[src/design/priority_round_robin_task_scheduler_unit_defines.svh]
// Assertion macros for the task scheduler.
`ifndef PRIORITY_ROUND_ROBIN_TASK_SCHEDULER_UNIT_DEFINES_SVH
`define PRIORITY_ROUND_ROBIN_TASK_SCHEDULER_UNIT_DEFINES_SVH
`ifndef SYNTHESIS
`define PRTS_ASSERT_IMP(name, ante, cons) \
  name: assert property (@(posedge clk) disable iff (!rst_n) (ante) |-> (cons)) \
    else $error("scheduler check failed");
`define PRTS_ASSERT_NXT(name, ante, cons) \
  name: assert property (@(posedge clk) disable iff (!rst_n) (ante) |=> (cons)) \
    else $error("scheduler check failed");
`else
`define PRTS_ASSERT_IMP(name, ante, cons)
`define PRTS_ASSERT_NXT(name, ante, cons)
`endif
`endif

[src/design/prts_pkg.sv]
// Types and constants shared by the task scheduler modules.
`default_nettype none
package prts_pkg;
  localparam int TASK_SLOTS  = 16;
  localparam int PRIO_LEVELS = 32;
  localparam int TASK_W      = 4;
  localparam int PRIO_W      = 5;
  localparam int CNT_W       = TASK_W + 1;
  localparam int DLY_W       = 16;
  localparam logic [7:0] LOCK_MAX = 8'd254;
  localparam logic [7:0] SLICE_RST = 8'd10;

  localparam logic [3:0] ACT_TICK    = 4'd0;
  localparam logic [3:0] ACT_READY   = 4'd1;
  localparam logic [3:0] ACT_UNREADY = 4'd2;
  localparam logic [3:0] ACT_DELAY   = 4'd3;
  localparam logic [3:0] ACT_WAKE    = 4'd4;
  localparam logic [3:0] ACT_LOCK    = 4'd5;
  localparam logic [3:0] ACT_UNLOCK  = 4'd6;
  localparam logic [3:0] ACT_SCHED   = 4'd7;
  localparam logic [3:0] ACT_SETUP   = 4'd8;
  localparam logic [3:0] ACT_WAIT    = 4'd9;

  localparam logic [1:0] KIND_SWITCH = 2'd0;
  localparam logic [1:0] KIND_TMO    = 2'd1;
  localparam logic [1:0] KIND_DONE   = 2'd2;

  typedef enum logic [2:0] {
    RDY_NONE,
    RDY_HEAD_IF_ABSENT,
    RDY_HEAD_FORCE,
    RDY_TAIL_IF_PRESENT,
    RDY_REMOVE
  } rdy_op_t;

  typedef struct packed {
    rdy_op_t            op;
    logic [TASK_W-1:0]  task_id;
  } rdy_cmd_t;

  typedef enum logic [6:0] {
    S_IDLE   = 7'b0000001,
    S_DWALK  = 7'b0000010,
    S_DRM    = 7'b0000100,
    S_ROT    = 7'b0001000,
    S_SCAN   = 7'b0010000,
    S_SWITCH = 7'b0100000,
    S_DONE   = 7'b1000000
  } state_t;
endpackage
`default_nettype wire

[src/design/priority_round_robin_task_scheduler_unit.sv]
// Priority scheduler with round robin within each priority and a tick-driven delay list.
`default_nettype none
`include "priority_round_robin_task_scheduler_unit_defines.svh"
// One action word at a time. A tick walks the delay list one entry a cycle,
// pausing while a timeout result for a waiting task cannot be emitted, then
// does slice rotation and, when unlocked, a scan of the task slots through
// one priority/order comparator, plus a switch step and a done step.
// Schedule (when unlocked) and unlock-to-zero run the scan, switch and done.
// Wake and set up of a delayed task walk the delay list.
// Result words wait while out_stall is high; no reset sweep is needed.
module priority_round_robin_task_scheduler_unit (
  input  wire         clk,
  input  wire         rst_n,
  input  wire         in_valid,
  output logic        in_stall,
  input  wire  [3:0]  in_action,
  input  wire  [3:0]  in_task_id,
  input  wire  [4:0]  in_task_prio,
  input  wire  [15:0] in_ticks,
  input  wire         in_wait_flag,
  output logic        out_valid,
  input  wire         out_stall,
  output logic [1:0]  out_kind,
  output logic [3:0]  out_task_ref,
  output logic [7:0]  out_lock_level,
  output logic        out_last,
  input  wire         cfg_wr_en,
  input  wire  [7:0]  cfg_wr_data
);
  import prts_pkg::*;

  state_t             state_r;
  logic [3:0]         act_r;
  logic [TASK_W-1:0]  tid_r;
  logic [PRIO_W-1:0]  prio_r;
  logic [CNT_W-1:0]   idx_r;
  logic [CNT_W-1:0]   wr_r;
  logic [CNT_W-1:0]   cnt_r;
  logic [TASK_W-1:0]  best_r;
  logic               best_ok_r;
  logic [PRIO_W-1:0]  bprio_r;

  logic [PRIO_W-1:0]  tprio_r [TASK_SLOTS];
  logic [DLY_W-1:0]   drem_r  [TASK_SLOTS];
  logic [7:0]         slice_r [TASK_SLOTS];
  logic [TASK_SLOTS-1:0] dly_r;
  logic [TASK_SLOTS-1:0] wait_r;
  logic [TASK_W-1:0]  dorder_r [TASK_SLOTS];
  logic [CNT_W-1:0]   dlen_r;
  logic [TASK_W-1:0]  cur_r;
  logic               cur_ok_r;
  logic [7:0]         lock_r;
  logic [7:0]         slen_r;

  logic               out_valid_r;
  logic [1:0]         out_kind_r;
  logic [3:0]         out_task_r;
  logic [7:0]         out_lock_r;
  logic               out_last_r;

  rdy_cmd_t           rdy_cmd;
  logic [TASK_SLOTS-1:0] rdy;
  logic               before_q;

  logic               in_acc;
  logic               tid_ok;
  logic               out_free;
  logic [TASK_W-1:0]  dw_t;
  logic [DLY_W-1:0]   dw_rem;
  logic               dw_end;
  logic               dw_exp;
  logic               dw_go;
  logic [TASK_W-1:0]  scan_t;
  logic               scan_better;
  logic               sw_need;
  logic [7:0]         rot_slice;
  logic [7:0]         unlock_nxt;
  logic               do_setup;
  logic [TASK_W-1:0]  setup_t;
  logic [PRIO_W-1:0]  setup_p;
  logic               emit;
  logic [1:0]         emit_kind;
  logic [TASK_W-1:0]  emit_task;
  logic               emit_last;

  prts_rdy_set u_rdy (
    .clk      (clk),
    .rst_n    (rst_n),
    .cmd      (rdy_cmd),
    .qa       (scan_t),
    .qb       (best_r),
    .rdy      (rdy),
    .before_q (before_q)
  );

  always_comb begin
    in_acc      = in_valid && (state_r == S_IDLE);
    tid_ok      = {1'b0, in_task_id} < CNT_W'(TASK_SLOTS);
    out_free    = !out_valid_r || !out_stall;
    dw_t        = dorder_r[idx_r[TASK_W-1:0]];
    dw_rem      = drem_r[dw_t] - DLY_W'(1);
    dw_end      = (idx_r == cnt_r);
    dw_exp      = (dw_rem == '0);
    dw_go       = !dw_end && (!(dw_exp && wait_r[dw_t]) || out_free);
    scan_t      = idx_r[TASK_W-1:0];
    scan_better = rdy[scan_t] && (!best_ok_r || (tprio_r[scan_t] < bprio_r) ||
                  ((tprio_r[scan_t] == bprio_r) && before_q));
    sw_need     = best_ok_r && (!cur_ok_r || (best_r != cur_r));
    rot_slice   = slice_r[cur_r] - 8'd1;
    unlock_nxt  = (lock_r != 8'd0) ? (lock_r - 8'd1) : lock_r;

    setup_t  = (state_r == S_IDLE) ? in_task_id : tid_r;
    setup_p  = (state_r == S_IDLE) ? in_task_prio : prio_r;
    if (32'(setup_p) >= PRIO_LEVELS) setup_p = PRIO_W'(PRIO_LEVELS - 1);
    do_setup = (in_acc && (in_action == ACT_SETUP) && tid_ok && !dly_r[in_task_id]) ||
               ((state_r == S_DRM) && dw_end && (act_r == ACT_SETUP));

    rdy_cmd.op      = RDY_NONE;
    rdy_cmd.task_id = in_task_id;
    if (do_setup) begin
      rdy_cmd.op      = RDY_HEAD_FORCE;
      rdy_cmd.task_id = setup_t;
    end else if (in_acc && tid_ok && (in_action == ACT_READY)) begin
      rdy_cmd.op = RDY_HEAD_IF_ABSENT;
    end else if (in_acc && tid_ok && (in_action == ACT_UNREADY)) begin
      rdy_cmd.op = RDY_REMOVE;
    end else if ((state_r == S_DWALK) && dw_go && dw_exp) begin
      rdy_cmd.op      = RDY_HEAD_IF_ABSENT;
      rdy_cmd.task_id = dw_t;
    end else if ((state_r == S_ROT) && cur_ok_r && (rot_slice == 8'd0)) begin
      rdy_cmd.op      = RDY_TAIL_IF_PRESENT;
      rdy_cmd.task_id = cur_r;
    end

    emit      = 1'b0;
    emit_kind = KIND_DONE;
    emit_task = cur_r;
    emit_last = 1'b0;
    case (state_r)
      S_DWALK: begin
        if (dw_go && dw_exp && wait_r[dw_t]) begin
          emit      = 1'b1;
          emit_kind = KIND_TMO;
          emit_task = dw_t;
        end
      end
      S_SWITCH: begin
        if (sw_need && out_free) begin
          emit      = 1'b1;
          emit_kind = KIND_SWITCH;
          emit_task = best_r;
        end
      end
      S_DONE: begin
        if (out_free) begin
          emit      = 1'b1;
          emit_last = 1'b1;
        end
      end
      default: ;
    endcase
  end

  always_ff @(posedge clk) begin
    if (!rst_n) begin
      state_r     <= S_IDLE;
      dly_r       <= '0;
      wait_r      <= '0;
      dlen_r      <= '0;
      cur_r       <= '0;
      cur_ok_r    <= 1'b0;
      lock_r      <= '0;
      slen_r      <= SLICE_RST;
      out_valid_r <= 1'b0;
      best_ok_r   <= 1'b0;
      for (int i = 0; i < TASK_SLOTS; i++) begin
        tprio_r[i] <= PRIO_W'(PRIO_LEVELS - 1);
        drem_r[i]  <= '0;
        slice_r[i] <= SLICE_RST;
      end
    end else begin
      if (cfg_wr_en) slen_r <= cfg_wr_data;

      if (emit) begin
        out_valid_r <= 1'b1;
        out_kind_r  <= emit_kind;
        out_task_r  <= emit_task;
        out_lock_r  <= lock_r;
        out_last_r  <= emit_last;
      end else if (out_valid_r && !out_stall) begin
        out_valid_r <= 1'b0;
      end

      if (do_setup) begin
        tprio_r[setup_t] <= setup_p;
        drem_r[setup_t]  <= '0;
        dly_r[setup_t]   <= 1'b0;
        wait_r[setup_t]  <= 1'b0;
        slice_r[setup_t] <= slen_r;
      end

      case (state_r)
        S_IDLE: begin
          if (in_acc) begin
            act_r     <= in_action;
            tid_r     <= in_task_id;
            prio_r    <= in_task_prio;
            idx_r     <= '0;
            wr_r      <= '0;
            cnt_r     <= dlen_r;
            best_ok_r <= 1'b0;
            case (in_action)
              ACT_TICK: state_r <= S_DWALK;
              ACT_DELAY: begin
                state_r <= S_DONE;
                if (tid_ok) begin
                  drem_r[in_task_id] <= in_ticks;
                  if (!dly_r[in_task_id] && (dlen_r < CNT_W'(TASK_SLOTS))) begin
                    dorder_r[dlen_r[TASK_W-1:0]] <= in_task_id;
                    dlen_r <= dlen_r + CNT_W'(1);
                    dly_r[in_task_id] <= 1'b1;
                  end
                end
              end
              ACT_WAKE, ACT_SETUP: begin
                state_r <= (tid_ok && dly_r[in_task_id]) ? S_DRM : S_DONE;
              end
              ACT_LOCK: begin
                state_r <= S_DONE;
                if (lock_r <= LOCK_MAX) lock_r <= lock_r + 8'd1;
              end
              ACT_UNLOCK: begin
                lock_r  <= unlock_nxt;
                state_r <= (unlock_nxt == 8'd0) ? S_SCAN : S_DONE;
              end
              ACT_SCHED: begin
                state_r <= (lock_r == 8'd0) ? S_SCAN : S_DONE;
              end
              ACT_WAIT: begin
                state_r <= S_DONE;
                if (tid_ok) wait_r[in_task_id] <= in_wait_flag;
              end
              default: state_r <= S_DONE;
            endcase
          end
        end
        S_DWALK: begin
          if (dw_end) begin
            dlen_r  <= wr_r;
            state_r <= S_ROT;
          end else if (dw_go) begin
            drem_r[dw_t] <= dw_rem;
            if (dw_exp) begin
              wait_r[dw_t] <= 1'b0;
              dly_r[dw_t]  <= 1'b0;
            end else begin
              dorder_r[wr_r[TASK_W-1:0]] <= dw_t;
              wr_r <= wr_r + CNT_W'(1);
            end
            idx_r <= idx_r + CNT_W'(1);
          end
        end
        S_DRM: begin
          // compact the delay list, dropping the addressed task
          if (dw_end) begin
            dlen_r <= wr_r;
            if (act_r != ACT_SETUP) dly_r[tid_r] <= 1'b0;
            state_r <= S_DONE;
          end else begin
            if (dw_t != tid_r) begin
              dorder_r[wr_r[TASK_W-1:0]] <= dw_t;
              wr_r <= wr_r + CNT_W'(1);
            end
            idx_r <= idx_r + CNT_W'(1);
          end
        end
        S_ROT: begin
          if (cur_ok_r) begin
            slice_r[cur_r] <= (rot_slice == 8'd0) ? slen_r : rot_slice;
          end
          idx_r     <= '0;
          best_ok_r <= 1'b0;
          state_r   <= (lock_r == 8'd0) ? S_SCAN : S_DONE;
        end
        S_SCAN: begin
          if (idx_r == CNT_W'(TASK_SLOTS)) begin
            state_r <= S_SWITCH;
          end else begin
            if (scan_better) begin
              best_r    <= scan_t;
              bprio_r   <= tprio_r[scan_t];
              best_ok_r <= 1'b1;
            end
            idx_r <= idx_r + CNT_W'(1);
          end
        end
        S_SWITCH: begin
          if (!sw_need) begin
            state_r <= S_DONE;
          end else if (out_free) begin
            cur_r    <= best_r;
            cur_ok_r <= 1'b1;
            state_r  <= S_DONE;
          end
        end
        S_DONE: begin
          if (out_free) state_r <= S_IDLE;
        end
        default: state_r <= S_IDLE;
      endcase
    end
  end

  assign in_stall       = (state_r != S_IDLE);
  assign out_valid      = out_valid_r;
  assign out_kind       = out_kind_r;
  assign out_task_ref   = out_task_r;
  assign out_lock_level = out_lock_r;
  assign out_last       = out_last_r;

  `PRTS_ASSERT_NXT(a_busy_after_accept, in_valid && !in_stall, in_stall)
  `PRTS_ASSERT_IMP(a_last_is_done, out_valid && out_last, out_kind == KIND_DONE)
  `PRTS_ASSERT_IMP(a_scan_unlocked, state_r == S_SCAN, lock_r == 8'd0)
  `PRTS_ASSERT_NXT(a_switch_sets_cur, emit && (emit_kind == KIND_SWITCH), cur_ok_r)
endmodule
`default_nettype wire

[src/design/prts_rdy_set.sv]
// Ready set: membership bits plus a pairwise precedence matrix giving list order.
`default_nettype none
module prts_rdy_set (
  input  wire                           clk,
  input  wire                           rst_n,
  input  prts_pkg::rdy_cmd_t            cmd,
  input  wire  [prts_pkg::TASK_W-1:0]   qa,
  input  wire  [prts_pkg::TASK_W-1:0]   qb,
  output logic [prts_pkg::TASK_SLOTS-1:0] rdy,
  output logic                          before_q
);
  import prts_pkg::*;

  logic [TASK_SLOTS-1:0] rdy_r;
  // mat_r[a][b] set: a stands ahead of b in its list
  logic [TASK_SLOTS-1:0] mat_r [TASK_SLOTS];
  logic                  to_head;
  logic                  to_tail;

  always_comb begin
    to_head = 1'b0;
    to_tail = 1'b0;
    case (cmd.op)
      RDY_HEAD_IF_ABSENT:  to_head = !rdy_r[cmd.task_id];
      RDY_HEAD_FORCE:      to_head = 1'b1;
      RDY_TAIL_IF_PRESENT: to_tail = rdy_r[cmd.task_id];
      default: ;
    endcase
  end

  always_ff @(posedge clk) begin
    if (!rst_n) begin
      rdy_r <= '0;
    end else begin
      if (to_head) rdy_r[cmd.task_id] <= 1'b1;
      if (cmd.op == RDY_REMOVE) rdy_r[cmd.task_id] <= 1'b0;
    end
    for (int j = 0; j < TASK_SLOTS; j++) begin
      if (j != int'(cmd.task_id)) begin
        if (to_head) begin
          mat_r[cmd.task_id][j] <= 1'b1;
          mat_r[j][cmd.task_id] <= 1'b0;
        end else if (to_tail) begin
          mat_r[cmd.task_id][j] <= 1'b0;
          mat_r[j][cmd.task_id] <= 1'b1;
        end
      end
    end
  end

  assign rdy      = rdy_r;
  assign before_q = mat_r[qa][qb];
endmodule
`default_nettype wire
[config.mk]
export PLATFORM = sky130hd
export DESIGN_NAME = priority_round_robin_task_scheduler_unit
export DESIGN_NICKNAME = d
export VERILOG_FILES = /design/src/design/prts_pkg.sv /design/src/design/priority_round_robin_task_scheduler_unit.sv /design/src/design/prts_rdy_set.sv
export VERILOG_INCLUDE_DIRS = /design/src /design/src/design
export SDC_FILE = /design/constraint.sdc
export NUM_CORES = 2
export LEC_CHECK = 0
export ABC_AREA = 1
export BUFFER_PORTS_ARGS = -buffer_cell sky130_fd_sc_hd__buf_2
export CAP_MARGIN = 20
export CORE_UTILIZATION = 30
export CTS_CLUSTER_SIZE = 14
export DETAILED_ROUTE_END_ITERATION = 12
export PLACE_DENSITY = 0.5
export REMOVE_ABC_BUFFERS = 1
export SYNTH_ARGS = -nofsm -noshare
export SYNTH_HDL_FRONTEND = slang
export SYNTH_HIERARCHICAL = 1
export SYNTH_SLANG_ARGS = --single-unit
export TNS_END_PERCENT = 1
[constraint.sdc]
create_clock -name clk -period 6.6 [get_ports clk]
set_input_delay 0.66 -clock clk [delete_from_list [all_inputs] [get_ports clk]]
set_output_delay 0.66 -clock clk [all_outputs]
set_load 0.1 [all_outputs]
# == Yosys cells after proc, flatten, opt, wreduce, memory -nomap -nowiden ==
# Memory sizes are Yosys's and may differ from the RTL's. A register that Yosys moved wholly into a read port is not among the register bits.
# Cells that the tools add are included.
# W data, S select, Z words.
# word_totals
regBits,135
mem_bits_rw,784
input_bits,43
output_inout_bits,17
word_cells,1004
memories,5
# memory_table
name,words,word_bits,read_ports,rd_clocked_by_memory_dff,wr,line,text
drem_r,16,16,1,0,16,priority_round_robin_task_scheduler_unit.sv:44,logic [DLY_W-1:0] drem_r [TASK_SLOTS];
u_rdy.mat_r,16,16,1,1,17,prts_rdy_set.sv:16,logic [TASK_SLOTS-1:0] mat_r [TASK_SLOTS];
slice_r,16,8,1,1,16,priority_round_robin_task_scheduler_unit.sv:45,logic [7:0] slice_r [TASK_SLOTS];
tprio_r,16,5,1,1,16,priority_round_robin_task_scheduler_unit.sv:43,logic [PRIO_W-1:0] tprio_r [TASK_SLOTS];
dorder_r,16,4,1,1,1,priority_round_robin_task_scheduler_unit.sv:48,logic [TASK_W-1:0] dorder_r [TASK_SLOTS];
# classes
n_addsub,7
n_lt_le_gt_ge,15
n_eq_ne,60
n_mux,536
n_bitwise,286
reduce_logical,72
# op_table
op,n
$mux W16,55
$mux W1,400
$or A1 B1 Y1,273
$and A16 B16 Y16,6
$mux W7,12
$mux W5,16
$mux W4,19
$not A16 Y16,4
$pmux W7 S7,1
$pmux W16 S3,1
$reduce_or A16 Y1,3
$mux W8,5
$lt A4 B5 Y1 const B,7
$ne A4 B4 Y1 const A,8
$or A16 B16 Y16,2
$pmux W16 S2,1
$pmux W7 S4,1
$logic_and A1 B1 Y1,26
$pmux W5 S5,1
$logic_not A8 Y1,3
$ne A2 B2 Y1 const B,12
$bmux W1 S4,5
$demux W1 S4,5
$ge A4 B1 Y1 const B,5
other kinds (63),105

# == Longest topological paths before layout ==
# An unclocked memory read counts as a cell.
# depth
ltp_word,22
ltp_mapped,49

# == Hierarchy ==
# The synthesis kept the hierarchy.
# by_module_without_submodules
module,n_inst,cells_each,area_each_um2,seq_area_each_um2
priority_round_robin_task_scheduler_unit,1,3986,34276.6,18918.1
prts_rdy_set,1,1685,13756.9,7847.5

# == Worst setup path before layout ==
# OpenSTA, ideal clock, no wires.
# synth_timing
path_kind,flip-flop to flip-flop
from,reg with a tool-made name
to,"mem u_rdy.mat_r[3][15], enable pin"
t_arrival_ps,5096
slack_ps,1211
stages_incl_launch_ff,48
period_less_slack_ps,5389
path_cell_list,dfxtp_1 > buf_6 > inv_4 > buf_6 > buf_6 > nand2_1 > nand3_1 > nand3_1 > nand3_1 > nand2_2 > inv_2 > buf_2 > nand2_1 > nand2_1 > nand2_1 > nand2_1 > nor2_1 > ha_1 > (+12 left out) > nand2_1 > o21ai_0 > nand2_1 > o21ai_0 > nand2_2 > inv_2 > nand2_1 > nand2_1 > o21ai_1 > nand2_2 > nor2_2 > a21oi_4 > nand2_2 > buf_6 > nand2_1 > buf_4 > buf_4 > nand2_1
# synth_rtl
element,line
end: declaration,prts_rdy_set.sv:16

==> impl_metrics.py <==
metrics = {
    "global_route": {
        "busiest_layer": "met2",
        "grt_overflow": 0,
        "groute.layer.met3.usage": 0.0258,
        "grt_pass1_vias": 37950,
        "grt_antenna_before_repair": 7,
        "grt_use_met2": 0.321,
        "met1_usage": 0.269,
        "grt_pass1_wl_um": 243000,
        "grt_usage": 0.196,
        "grt_max_degree": 145,
    },
    "synthesis": {
        "synth_cell_type_count": 55,
        "synth_xor_area_frac": 0.00474,
        "synth_fa_ha_area_frac": 0.00443,
        "post_synth_mux_area_share": 0.00771,
        "syn_inst": 5671,
        "synth_seq_cells": 927,
        "yosysMostFrequentCell": "nand2_1",
        "yosysTopAreaCellShare": 0.513,
        "yosysTopAreaCell": "edfxtp_1",
        "synth_ff_type": "edfxtp_1",
        "synth_seq_area_share": 0.557,
        "yosys-top-cells-count": "nand2_1, nor2_1, edfxtp_1",
        "synth-async-reset-ratio": 0,
        "synth.avg_cell_area_sq_um": 8.47,
        "ys_warn_count": 6,
        "synth-edff-count": 820,
        "yosys.area_share.simple": 0.290,
        "synth_compound_area_frac": 0.0654,
        "synth_top_family_by_area": "simple AND/OR/NAND/NOR gates",
        "synthesis.area_sq_um": 48000,
        "yosys-top-cells-area": "edfxtp_1, nand2_1, nor2_1",
    },
    "cells_and_area": {
        "num_antenna_cells": 0,
        "design_area_sq_um": 54900,
        "num-nets-final": 5757,
        "layout-drive-gt1-share": 0.103,
        "finalNonFillerCells": 7857,
        "syn2layout_area_growth_pct": 14.3,
    },
    "power": {
        "vdd.ir_drop.worst_mv": 0.319,
        "leakage_nw": 22.3,
        "pwr_density_cell_nw_per_um2": 405,
    },
    "timing": {
        "tightest_slew_ns": 1.14,
        "post-route-min-period_ns": 6.08,
        "fin_tns_setup_ns": 0,
        "grt_setup_unrepaired": "yes",
        "hold_viol": 0,
        "finalSetupViolations": 0,
        "fmax_mhz": 165,
        "skew_ns": 0.0354,
        "relSlewSlack": 0.242,
        "post-route-period-util": 0.921,
        "finalMaxSlewViolations": 0,
    },
    "critical_path": {
        "timing_worst_setup_path_type": "flop to flop",
        "crit_path_top_delay_cell": "nor2_1",
        "cp-start-kind": "flop",
        "cp.required_ns": 7.07,
        "arrival_ns": 6.54,
        "crit_path_end_kind": "flop",
        "max_stage_delay_ns": 0.54,
        "crit_top_cell": "nand2_1",
        "path_max_fanout": 23,
    },
    "clocking": {
        "clk_latency_ns": 0.73,
        "cts-htree-levels": 3,
        "ctsResizeCount": 0,
        "cts_buffer_depth": 3,
        "postCtsHoldBufs": 0,
        "clkTransAtPathRegs_ns": 0.06,
        "numCtsBuffers": 101,
        "cts_tree": "yes",
        "cts.sinks": 927,
        "root_buffer": "clkbuf_16",
        "post_cts_buffers": 0,
    },
    "detailed_routing": {
        "vias_per_cell": 5.03,
        "drc": 0,
        "ant_nets": 0,
        "vias": 39509,
        "drt_iter0_drc": 3394,
        "first_pass_iters": 6,
        "routedWlPerCell_um": 20.6,
        "wl_um": 162000,
    },
    "floorplanning": {
        "num_rows": 146,
        "ios": 60,
        "initial_core_util": 0.303,
        "dieWidth_um": 402,
        "die_h_um": 402,
        "die_area_sq_um": 162000,
        "core_area_sq_um": 159000,
    },
    "placed_design": {
        "dp_hpwl_um": 107000,
        "placed_cells": 7666,
        "gp_congestion": 0.947,
        "portBuffers": 59,
        "place_area_sq_um": 51400,
    },
    "outcome": {
        "run_status": "finished, final reports clean",
    },
    "min_path": {
        "hold_path.class": "primary input to flop",
    },
    "flow_run": {
        "drv_cap": 0,
    },
}
## through the flow
stage	utilization	worst slack [ns]	hold slack (ns)	power, mW
2_1_floorplan	-	-6.09	0.331	12.4
5_1_grt	0.346	-0.00792	0.154	23.4
3_3_place_gp	0.324	0.268	0.349	16.3
3_5_place_dp	0.324	0.264	0.350	16.3
6_report	0.346	0.524	0.184	22.2
4_1_cts	0.346	0.266	0.121	22.2
## critical path, delay by kind of cell, from the launching register on
family / cells / cell delay (ns)
AOI/OAI and AO/OA: 5 / 0.63
and+or+nand+nor: 25 / 3.15
buffers and inverters: 9 / 1.66
DFF: 1 / 0.35
## power breakdown
| part | leakage, nW | total (mW) | switching (mW) | internal (mW) |
|---|---|---|---|---|
| registers | 9.01 | 6.76 | 0.141 | 6.62 |
| logic | 11.6 | 9.51 | 7.01 | 2.51 |
| clock network | 1.68 | 5.97 | 2.54 | 3.43 |
| total | 22.3 | 22.2 | 9.69 | 12.6 |
## layout by cell type (no fill, tap or decap), types with 14 or more instances in the layout
master	count
buf_12	52
clkinv_1	19
buf_4	146
o221ai_1	18
ha_1	17
clkbuf_16	104
inv_1	387
edfxtp_1	820
a31o_2	14
xor2_1	14
clkinv_2	28
nor3_2	21
o22ai_1	24
nor2_2	39
nor3_1	66
o211ai_1	54
o21ai_1	15
o21ai_0	264
nand2_2	15
nand3_1	535
nand2_1	1743
clkbuf_1	20
buf_2	58
nor2_1	846
mux2i_1	32
nand4_1	21
inv_2	26
conb_1	15
a21oi_1	118
nand2_4	20
dfxtp_1	105
## path summary, 6_finish.rpt
kind                                                start                       endpoint  slack (ns)  depth (start not counted)
worst max-delay path                                 flop  u_rdy/mat_r[14][11]$_DFFE_PP_        0.52                         39
worst min-delay path                         in_action[3]             act_r[3]$_DFFE_PP_        0.18                          1
worst max register to register                       flop  u_rdy/mat_r[14][11]$_DFFE_PP_        0.52                         39
worst min register to register  u_rdy/mat_r[8][8]$_DFF_P_      u_rdy/mat_r[8][8]$_DFF_P_        0.36                          0
## cells by family after synthesis
kind of cell | count (synthesis)
simple gates | 3342
fa+ha+maj | 17
buf+inv | 775
compound gates | 546
other cells | 1
mux | 37
flops | 927
xor+xnor | 26
## flip-flops by register name, indices dropped and copies added, names as in the netlist, 7 cells and up, named ones only
signal	count
dly_r	16
lock_r	8
u_rdy/rdy	15
tprio_r	80
drem_r	256
slen_r	8
wait_r	16
dorder_r	64
u_rdy/mat_r	256
out_lock_level	8
state_r	7
slice_r	128
## per-layer routing
layer  wire length, um  vias to the layer above
li1                  -                    18780
met1             72500                    19170
met2             75500                     1288
met3              9130                      263
met4              4900                        8
met5                46                        -
## final cells by class
type	instances	area, sq um
clock buffer	129	2750
inverter	426	1610
tap	2072	2590
sequential	927	26800
timing repair buffer	258	2450
multi-input combinational	3983	18100
fill	16439	104000
clock inverter	62	686
Power figures use the tool's default switching activity.
